<file path="src/design/krt_pkg.sv">
// shared types and codes for the keyed registration table
// no dependencies
package krt_pkg;

   localparam logic [1:0] CMD_LOOKUP = 2'd0;
   localparam logic [1:0] CMD_INSERT = 2'd1;
   localparam logic [1:0] CMD_REMOVE = 2'd2;

   localparam logic [1:0] ST_OK        = 2'd0;
   localparam logic [1:0] ST_NOT_FOUND = 2'd1;
   localparam logic [1:0] ST_DUPLICATE = 2'd2;
   localparam logic [1:0] ST_FULL      = 2'd3;

   localparam int KEY_PORT_BITS    = 32;
   localparam int HANDLE_PORT_BITS = 16;
   localparam int COUNT_PORT_BITS  = 8;

   typedef enum logic [2:0] {
      S_IDLE,
      S_SCAN,
      S_DECIDE,
      S_MOVE_RD,
      S_MOVE_WR,
      S_DONE
   } krt_state_type;

   typedef struct packed {
      logic [1:0]                    status;
      logic [HANDLE_PORT_BITS-1:0]   found_handle;
      logic [COUNT_PORT_BITS-1:0]    entry_count;
   } krt_rsp_type;

endpackage

</file>
<file path="src/design/krt_ctrl.sv">
// command sequencer: linear key scan through one compare unit, insert append,
// remove with last-entry move; uses krt_pkg
module krt_ctrl
   import krt_pkg::*;
#(
   parameter int ENTRIES = 128,
   parameter int CW      = 8,
   parameter int AW      = 7,
   parameter int KW      = 32,
   parameter int HW      = 16
) (
   input  logic                        clock,
   input  logic                        reset,
   input  logic                        req_accept,
   input  logic [1:0]                  req_cmd,
   input  logic [KEY_PORT_BITS-1:0]    req_key,
   input  logic [HANDLE_PORT_BITS-1:0] req_handle,
   input  logic                        out_free,
   output logic                        idle,
   output logic                        done,
   output krt_rsp_type                 rsp,
   output logic                        mem_rd_en,
   output logic [AW-1:0]               mem_rd_addr,
   input  logic [KW-1:0]               mem_rd_key,
   input  logic [HW-1:0]               mem_rd_handle,
   output logic                        mem_wr_en,
   output logic [AW-1:0]               mem_wr_addr,
   output logic [KW-1:0]               mem_wr_key,
   output logic [HW-1:0]               mem_wr_handle
);

   krt_state_type  state_ff, state_in;
   logic [1:0]     cmd_ff;
   logic [KW-1:0]  key_ff;
   logic [HW-1:0]  hdl_ff;
   logic [CW-1:0]  count_ff;
   logic [CW-1:0]  rd_idx_ff;
   logic           cmp_vld_ff;
   logic [AW-1:0]  cmp_idx_ff;
   logic           hit_ff;
   logic [AW-1:0]  slot_ff;
   logic [HW-1:0]  got_ff;
   logic [1:0]     status_ff;

   logic           hit;
   logic           scan_more;
   logic           issue;
   logic           scan_end;
   logic           full;
   logic [CW-1:0]  last;
   logic           insert_ok;

   assign hit       = (state_ff == S_SCAN) && cmp_vld_ff && (mem_rd_key == key_ff);
   assign scan_more = rd_idx_ff < count_ff;
   assign issue     = (state_ff == S_SCAN) && scan_more && !hit;
   assign scan_end  = hit || (!scan_more && !cmp_vld_ff);
   assign full      = count_ff == CW'(ENTRIES);
   assign last      = count_ff - CW'(1);
   assign insert_ok = (cmd_ff == CMD_INSERT) && !full && !hit_ff;

   // next state
   always_comb begin
      state_in = state_ff;
      unique case (state_ff)
         S_IDLE:    if (req_accept) state_in = S_SCAN;
         S_SCAN:    if (scan_end) state_in = S_DECIDE;
         S_DECIDE: begin
            if (cmd_ff == CMD_REMOVE && hit_ff) state_in = S_MOVE_RD;
            else state_in = S_DONE;
         end
         S_MOVE_RD: state_in = S_MOVE_WR;
         S_MOVE_WR: state_in = S_DONE;
         S_DONE:    if (out_free) state_in = S_IDLE;
         default:   state_in = S_IDLE;
      endcase
   end

   // outputs
   always_comb begin
      idle          = state_ff == S_IDLE;
      done          = state_ff == S_DONE;
      mem_rd_en     = issue || (state_ff == S_MOVE_RD);
      mem_rd_addr   = (state_ff == S_MOVE_RD) ? last[AW-1:0] : rd_idx_ff[AW-1:0];
      mem_wr_en     = ((state_ff == S_DECIDE) && insert_ok) || (state_ff == S_MOVE_WR);
      if (state_ff == S_MOVE_WR) begin
         // last entry fills the freed slot
         mem_wr_addr   = slot_ff;
         mem_wr_key    = mem_rd_key;
         mem_wr_handle = mem_rd_handle;
      end else begin
         mem_wr_addr   = count_ff[AW-1:0];
         mem_wr_key    = key_ff;
         mem_wr_handle = hdl_ff;
      end
      rsp.status       = status_ff;
      rsp.found_handle = (hit_ff && (cmd_ff == CMD_LOOKUP || cmd_ff == CMD_REMOVE)) ?
                         HANDLE_PORT_BITS'(got_ff) : '0;
      rsp.entry_count  = COUNT_PORT_BITS'(count_ff);
   end

   always_ff @(posedge clock) begin
      if (reset) begin
         state_ff   <= S_IDLE;
         count_ff   <= '0;
         cmp_vld_ff <= 1'b0;
         hit_ff     <= 1'b0;
      end else begin
         state_ff   <= state_in;
         cmp_vld_ff <= issue;
         if (req_accept && state_ff == S_IDLE) hit_ff <= 1'b0;
         else if (hit) hit_ff <= 1'b1;
         if (state_ff == S_DECIDE && insert_ok) count_ff <= count_ff + CW'(1);
         else if (state_ff == S_MOVE_WR) count_ff <= last;
      end
   end

   always_ff @(posedge clock) begin
      if (req_accept && state_ff == S_IDLE) begin
         cmd_ff    <= req_cmd;
         key_ff    <= req_key[KW-1:0];
         hdl_ff    <= req_handle[HW-1:0];
         rd_idx_ff <= '0;
      end
      if (issue) begin
         rd_idx_ff  <= rd_idx_ff + CW'(1);
         cmp_idx_ff <= rd_idx_ff[AW-1:0];
      end
      if (hit) begin
         slot_ff <= cmp_idx_ff;
         got_ff  <= mem_rd_handle;
      end
      if (state_ff == S_DECIDE) begin
         unique case (cmd_ff)
            CMD_LOOKUP: status_ff <= hit_ff ? ST_OK : ST_NOT_FOUND;
            CMD_INSERT: status_ff <= full ? ST_FULL : (hit_ff ? ST_DUPLICATE : ST_OK);
            CMD_REMOVE: status_ff <= hit_ff ? ST_OK : ST_NOT_FOUND;
            default:    status_ff <= ST_OK;
         endcase
      end
   end

   a_count_bounded: assert property (@(posedge clock) disable iff (reset)
      count_ff <= CW'(ENTRIES))
      else $error("entry count above capacity");

   a_move_needs_hit: assert property (@(posedge clock) disable iff (reset)
      state_ff == S_MOVE_RD |-> hit_ff && count_ff != '0)
      else $error("entry move without a matched entry");

   a_cmp_in_range: assert property (@(posedge clock) disable iff (reset)
      (state_ff == S_SCAN && cmp_vld_ff) |-> CW'(cmp_idx_ff) < count_ff)
      else $error("compare on an unoccupied entry");

endmodule

</file>
<file path="config.mk">
export PLATFORM = sky130hd
export DESIGN_NAME = krt_ctrl
export DESIGN_NICKNAME = d
export VERILOG_FILES = /design/src/design/krt_pkg.sv /design/src/design/krt_ctrl.sv
export SDC_FILE = /design/constraint.sdc
export NUM_CORES = 1
export LEC_CHECK = 0
export BUFFER_PORTS_ARGS = -buffer_cell sky130_fd_sc_hd__buf_2
export CAP_MARGIN = 5
export CORE_MARGIN = 5
export CORE_UTILIZATION = 45
export CTS_BUF_LIST = sky130_fd_sc_hd__clkbuf_8
export CTS_CLUSTER_SIZE = 10
export DETAILED_ROUTE_END_ITERATION = 8
export HOLD_SLACK_MARGIN = 0.15
export PLACE_DENSITY = 0.82
export RECOVER_POWER = 50
export REMOVE_ABC_BUFFERS = 1
export SLEW_MARGIN = 10
export SYNTH_ARGS = -nofsm -noshare
export SYNTH_HDL_FRONTEND = slang
export SYNTH_SLANG_ARGS = --single-unit
</file>
<file path="constraint.sdc">
create_clock -name clock -period 2.6 [get_ports clock]
set_input_delay 0.13 -clock clock [delete_from_list [all_inputs] [get_ports clock]]
set_output_delay 0.13 -clock clock [all_outputs]
set_load 0.03 [all_outputs]
</file>
## Yosys cells after proc, flatten, opt, wreduce, memory -nomap -nowiden

Cells that the tools add are included.

| operators by class | value |
|---|---|
| reductions and logical operators | 27 |
| equal/unequal tests | 12 |
| $lt $le $gt $ge | 1 |
| add/subtract/negate cells | 3 |
| mux-type cells | 18 |

Operators with widths:

| operator | number |
|---|---|
| $eq 32x32->1 | 1 |
| $mux 16 | 2 |
| $mux 32 | 1 |
| $mux 8 | 4 |
| $pmux 3 s6 | 1 |
| $add 8x1->8 const B | 2 |
| $mux 7 | 2 |
| $mux 3 | 4 |
| $logic_and 1x1->1 | 11 |
| $eq 8x8->1 const B | 1 |
| $lt 8x8->1 | 1 |
| $sub 8x1->8 const B | 1 |
| $eq 3x2->1 const B | 2 |
| $eq 3x3->1 const B | 2 |
| $ne 2x2->1 const B | 3 |
| $logic_not 1->1 | 5 |
| $logic_or 1x1->1 | 4 |
| $mux 2 | 2 |
| $pmux 2 s2 | 1 |
| $reduce_bool 2->1 | 2 |
| $reduce_or 2->1 | 2 |
| $eq 3x1->1 const B | 1 |
| $logic_not 3->1 | 1 |
| $reduce_and 3->1 | 1 |
| other kinds (4) | 4 |

| storage, ports and cells | value |
|---|---|
| input port bits | 102 |
| flip-flop bits (word level) | 103 |
| logic and storage cells | 73 |

## Logic depth before layout (Yosys ltp)

Gate-level depths: netlist of the first run.

| depth | value |
|---|---|
| depth in word-level cells | 6 |
| mapped depth | 9 |

## Least setup slack after synthesis of the first run

OpenSTA, ideal clock, no wires.

| path | value |
|---|---|
| kind | flip-flop to flip-flop |
| start point | register state_ff[2] |
| end point | register cmd_ff[0] (enable) |
| path buffers | 1 |
| path slack | -0.303 ns |
| arrival | 2.498 ns |
| stages on the path, launching flop included | 5 |
| data required time | 2.196 ns |
| cell sequence | dfxtp_1 > buf_2 > nor3_1 > nand2_1 > inv_1 |

| on the way | value |
|---|---|
| cells in the longest elaborated chain, start to end | 2 |

RTL lines:

| what | line | source |
|---|---|---|
| start, declared | krt_ctrl.sv:32 | `krt_state_type state_ff, state_in;` |
| start signal, assigned | krt_ctrl.sv:108 | `state_ff <= state_in;` |
| $logic_not 3->1 | - |  |
| via idle | krt_ctrl.sv:19 | `output logic idle,` |
| $logic_and 1x1->1 | krt_ctrl.sv:118 | `if (req_accept && state_ff == S_IDLE) begin` |
| end signal, assigned | krt_ctrl.sv:119 | `cmd_ff <= req_cmd;` |
| end, declared | krt_ctrl.sv:33 | `logic [1:0] cmd_ff;` |

The timed path passes the listed nets, and every way through them passes these cells.
A chain may end at the register's enable or synchronous reset.

## Worst setup path in the final report of the first run

| path | value |
|---|---|
| start point | register count_ff[7] |
| end point | output port mem_rd_en |

| on the way | value |
|---|---|
| cells in the longest elaborated chain, start to end | 4 |

RTL lines:

| what | line | source |
|---|---|---|
| start, declared | krt_ctrl.sv:36 | `logic [CW-1:0] count_ff;` |
| start signal, assigned | krt_ctrl.sv:112 | `if (state_ff == S_DECIDE && insert_ok) count_ff <= count_ff + CW'(1);` |
| start signal, assigned | krt_ctrl.sv:113 | `else if (state_ff == S_MOVE_WR) count_ff <= last;` |
| $lt 8x8->1 | krt_ctrl.sv:54 | `assign scan_more = rd_idx_ff < count_ff;` |
| $logic_and 1x1->1 (2 in series) | krt_ctrl.sv:55 | `assign issue = (state_ff == S_SCAN) && scan_more && !hit;` |
| $logic_or 1x1->1 | krt_ctrl.sv:82 | `mem_rd_en = issue \|\| (state_ff == S_MOVE_RD);` |
| end, declared | krt_ctrl.sv:22 | `output logic mem_rd_en,` |

Every way passes these cells.

==> flow_summary.toml, run 1 <==
[clock_tree]
cts_tree = "yes"
htreeDepth = 3
clock_sink_count = 103
cts_root_buf = "clkbuf_8"
clk_transition_reported_paths_ps = 100
cts.path.max_buffers = 2
cts-buffers-inserted = 9
clk_latency_ps = 380

[drt]
drt_iter0_drc = 268
dr.pass1.iters = 5
drt-total-wl_mm = 16.7
vias = 5003
post_drt_wl_per_cell_um = 17.8
ant_nets = 0
viasPerCell = 5.33
drc = 0

[sta]
final-setup-viol-count = 0
relSlewSlack_pct = 60.1
fmax_mhz = 405
finalCriticalPeriod_ps = 2470
fin_skew_ps = 14.1
finalHoldViolations = 0
tightest_slew_ps = 598
fin_crit_sh_pct = 94.9
slew_viol_final = 0
timing.final.ws_setup_ps = 134
fin_tns_setup_ps = 0
holdWs_ps = 312

[final_layout]
final_util_pct = 63.9
layout-drive-gt1-share_pct = 26.7
layout_commonest_cell = "nand2_1"
syn2layout_area_growth_pct = 37.8
final_cell_area_mm2 = 0.00736
n_antenna_cell = 0
final_nets = 903
final_cell_mix = "nand2_1, buf_2, edfxtp_1"
final_cells = 938

[min_path]
hp-class = "in2reg"
whs_endpoint = "hit_ff"
holdPathStages = 5
hold_start = "mem_rd_key[8]"

[setup_path]
rr_worst_depth = 6
crit_type = "reg2out"
r2r-end = "got_ff[2]"
rrSetupSlack_ps = 330
arrival_ps = 2340
cp_max_fo = 11
start_kind = "register"
r2r_start = "key_ff[10]"
critPathRequiredTime_ps = 2470
critPathCaptureType = "primary output"

[synthesis]
synthCells = 523
synth_warnings = 0
ys_types = 55
yosysSeqAreaShare_pct = 55.5
synth.cell_area_mm2 = 0.00534
synthArstFlopShare_pct = 0
postSynthRegisterBits = 103
synth-edff-count = 90
ys.flop_type = "edfxtp_1"
syn_avg_cell_area_um2 = 10.2

[global_route]
track_usage_pct = 23.1
grt.overflow.total = 0
antenna_found_initial = 0
grt_start_max_net_pins = 40
grt_pass1_vias = 5230
grt_pass1_wl_mm = 26.2

[floorplan]
die_area_mm2 = 0.0141
core_mm2 = 0.0115
initial_utilization_pct = 46.4
io_pins = 194
rows = 39
die_h_um = 119
die_x_um = 119

[place]
dp_hpwl_mm = 11.4
place.gp.congestion = 0.915
placed_area_mm2 = 0.00650
numPortBuffers = 193
dp_slack_ps = 287
dp_cells = 850

[pwr]
power_density_mw_per_mm2 = 761
leakagePower_nw = 3.16
ir_drop_v = 0.000534
p_total_mw = 5.60

[status]
outcome = "finished clean"

[job]
cap_violations = 0
## worst max-delay path by stage
| stage | startpoint | endpoint | slack [ps] | cells past startpoint |
|---|---|---|---|---|
| after floorplan | state_ff[2] | mem_wr_addr[0] | -1010 | 2 |
| after global placement | key_ff[18] | got_ff[2] | 390 | 6 |
| after detailed placement | count_ff[7] | rd_idx_ff[6] | 290 | 8 |
| after CTS | count_ff[5] | mem_rd_en | 20 | 9 |
| after global routing | count_ff[7] | mem_rd_en | -10 | 9 |
| final | count_ff[7] | mem_rd_en | 130 | 9 |
## registers in the layout (all words and copies together), names as in the netlist
name,flops
key_ff,32
got_ff,16
hdl_ff,16
count_ff,8
rd_idx_ff,8
cmp_idx_ff,7
slot_ff,7
state_ff,3
cmd_ff,2
status_ff,2
cmp_vld_ff,1
hit_ff,1
## final cells by class
cell class                      instances  area [µm²]
Clock inverter                          7        55.1
Inverter                               16        60.1
Fill cell                             886        4160
Tap cell                              143         179
Timing Repair Buffer                  281        1750
Clock buffer                            9         124
Multi-Input combinational cell        379        2220
Sequential cell                       103        2970
## power by group
part           switching (mW)  total [mW]  internal [mW]
registers               0.171        2.26           2.09
clock network           0.602       0.963          0.360
logic                    1.59        2.37          0.786
## critical path, cell delays in order, from the launching register on
cell	delay, ps
dfxtp_2	390
inv_1	70
ha_1	220
nor4b_2	310
o211ai_1	170
a21oi_2	200
o31ai_1	100
buf_4	170
nand2_1	110
clkbuf_4	210
## metal layers
metal / routed length (µm) / track usage [%]
met3: 1560 / 7.01
met4: 557 / 9.41
met2: 8700 / 41.5
met5: 0 / 0
met1: 5910 / 25.6
## cell usage after synthesis, types with 2 or more instances
library cell	number	area (µm²)
nand2_1	169	634
edfxtp_1	90	2700
xor2_1	31	272
and2_1	17	106
nor2_1	17	63.8
o21ai_0	17	85.1
inv_1	16	60.1
nand3_1	15	75.1
xnor2_1	14	123
buf_2	13	65.1
dfxtp_1	13	260
nor4_1	13	81.3
a21oi_1	11	55.1
ha_1	11	138
clkbuf_1	9	33.8
nand4_1	7	43.8
nor3_1	6	30.0
and3_1	4	25.0
nor2b_1	3	18.8
a21o_1	2	15.0
a311oi_1	2	17.5
buf_4	2	15.0
mux2_2	2	22.5
nand2b_1	2	12.5
nor3b_2	2	25.0
nor4b_1	2	17.5
o211ai_1	2	15.0
o31ai_1	2	15.0
or2_2	2	12.5
or3_1	2	12.5
## logic make-up after synthesis
logic type | synth area share (%)
compound gates | 7.10
xor+xnor | 7.38
fa+ha+maj | 2.58
buf+inv | 3.47
flops | 55.5
mux | 0.422
simple gates | 23.6
## repair_timing
item,4_1_cts,5_1_grt
pin swaps,0,1
hold endpoints to repair,73,0
endpoints found under the setup margin,1,7
hold buffers,68,0
setup buffers,0,4
resized for setup,1,9
Power figures use the tool's default switching activity.
==> run 2: changes to the inputs <==
Settings changed: CTS_BUF_LIST sky130_fd_sc_hd__clkbuf_8 to not set.
==> run 2 against run 1 <==
Against the previous run:
- clock skew shrank 6.4 ps
- hold slack better by 40 ps
- global-route usage is 0.069 points lower
- via count down 0.22%
- sequential power is essentially flat
- final area rose by 0.58%
- cell count decreased by 0.11%
- worst setup slack worse by 70 ps
- non-clock buffer count down 1
- fmax is 2.8% lower
- total power increased by 5.2%
==> flow_summary.toml, run 2 (synthesized netlist as in run 1, its figures left out) <==
[setup_path]
r2r_start = "key_ff[29]"
critPathCaptureType = "primary output"
crit_type = "reg2out"
r2r-end = "slot_ff[4]"
rr_worst_depth = 6
arrival_ps = 2410
cp_max_fo = 11
rrSetupSlack_ps = 260
critPathRequiredTime_ps = 2470
start_kind = "register"

[drt]
dr.pass1.iters = 5
viasPerCell = 5.33
vias = 4992
ant_nets = 0
drt_iter0_drc = 291
drc = 0
post_drt_wl_per_cell_um = 17.7
drt-total-wl_mm = 16.6

[place]
place.gp.congestion = 0.915
dp_hpwl_mm = 11.4
placed_area_mm2 = 0.00650
dp_cells = 850
numPortBuffers = 193
dp_slack_ps = 287

[final_layout]
reg_top3 = "key_ff: 32 flops, got_ff: 16 flops, hdl_ff: 16 flops"
largest_register = "key_ff"
layout_commonest_cell = "nand2_1"
multi_input_area_mm2 = 0.00218
final_cell_mix = "nand2_1, buf_2, edfxtp_1"
seq_area_mm2 = 0.00297
fillers = 876
syn2layout_area_growth_pct = 38.6
final_cell_area_mm2 = 0.00740
layout-drive-gt1-share_pct = 25.9
largest_reg_flops = 32
n_antenna_cell = 0
final_cells = 937
final_nets = 902

[floorplan]
initial_utilization_pct = 46.4
die_x_um = 119
io_pins = 194
core_mm2 = 0.0115
die_h_um = 119
die_area_mm2 = 0.0141
rows = 39

[status]
outcome = "finished clean"

[global_route]
grt.overflow.total = 0
grt_pass1_vias = 5215
antenna_found_initial = 0
grt_pass1_wl_mm = 26.1
track_usage_pct = 23.1
grt_start_max_net_pins = 40

[pwr]
ir_drop_v = 0.000539
leakagePower_nw = 3.20
power_density_mw_per_mm2 = 796

[sta]
fin_crit_sh_pct = 97.6
holdWs_ps = 352
fmax_mhz = 394
finalHoldViolations = 0
final-setup-viol-count = 0
tightest_slew_ps = 610
fin_skew_ps = 7.70
fin_tns_setup_ps = 0
slew_viol_final = 0
timing.final.ws_setup_ps = 63.5
relSlewSlack_pct = 59.3
finalCriticalPeriod_ps = 2540

[clock_tree]
clk_latency_ps = 350
clk_transition_reported_paths_ps = 70
cts_tree = "yes"
cts_root_buf = "clkbuf_16"
cts.path.max_buffers = 2
clock_sink_count = 103
cts-buffers-inserted = 9
htreeDepth = 3

[min_path]
hp-class = "in2reg"
whs_endpoint = "hit_ff"
holdPathStages = 5
hold_start = "mem_rd_key[8]"

[job]
cap_violations = 0
[run 2: worst max-delay path, stage by stage (launching register included)]
cell,delay [ps]
dfxtp_1,420
inv_1,90
ha_1,220
nor4b_2,320
o211ai_1,170
a21oi_2,230
o31ai_1,100
buf_4,180
nand2_1,110
buf_2,220
[run 2: power by group]
group,internal (mW),switching (mW),total (mW)
Sequential,2.09,0.169,2.26
Clock,0.662,0.632,1.29
Combinational,0.760,1.57,2.33
[run 2: stage by stage]
stage / util, % / power [mW]
floorplan: - / 3.76
global placement: 56.4 / 4.47
detailed placement: 56.4 / 4.53
CTS: 64.8 / 5.90
global route: 64.2 / 6.18
finish: 64.2 / 5.89
[run 2: repair_timing]
item / 4_1_cts / 5_1_grt
buffers inserted: 0 / 3
hold endpoints to repair: 69 / 0
setup endpoints to repair: 0 / 1
gates resized for setup: 0 / 3
hold buffers: 68 / 0
[run 2: how the worst max path moves through the flow]
stage	endpoint	depth (start not counted)	slack, ps	start
after floorplan	mem_wr_addr[0]	2	-1010	state_ff[2]
after global placement	got_ff[2]	6	390	key_ff[18]
after detailed placement	rd_idx_ff[6]	8	290	count_ff[7]
after CTS	mem_rd_en	9	5	count_ff[7]
after global routing	mem_rd_en	9	-50	count_ff[7]
final	mem_rd_en	9	60	count_ff[7]
[run 2: per-layer routing]
layer	vias up	share of wire (%)	track usage (%)
met5	-	0	0
met4	0	2.9	10.1
met1	2311	36	25.5
met2	293	52	41.5
li1	2352	-	-
met3	36	9.1	6.40
[run 2: cell type report]
cell class	count	area share (%)
multi-input cells	379	29.5
well taps	143	2.42
inverters	16	0.812
clock buffers	9	3.04
repair buffers	280	23.4
flip-flops and latches	103	40.1
clock inverters	7	0.744
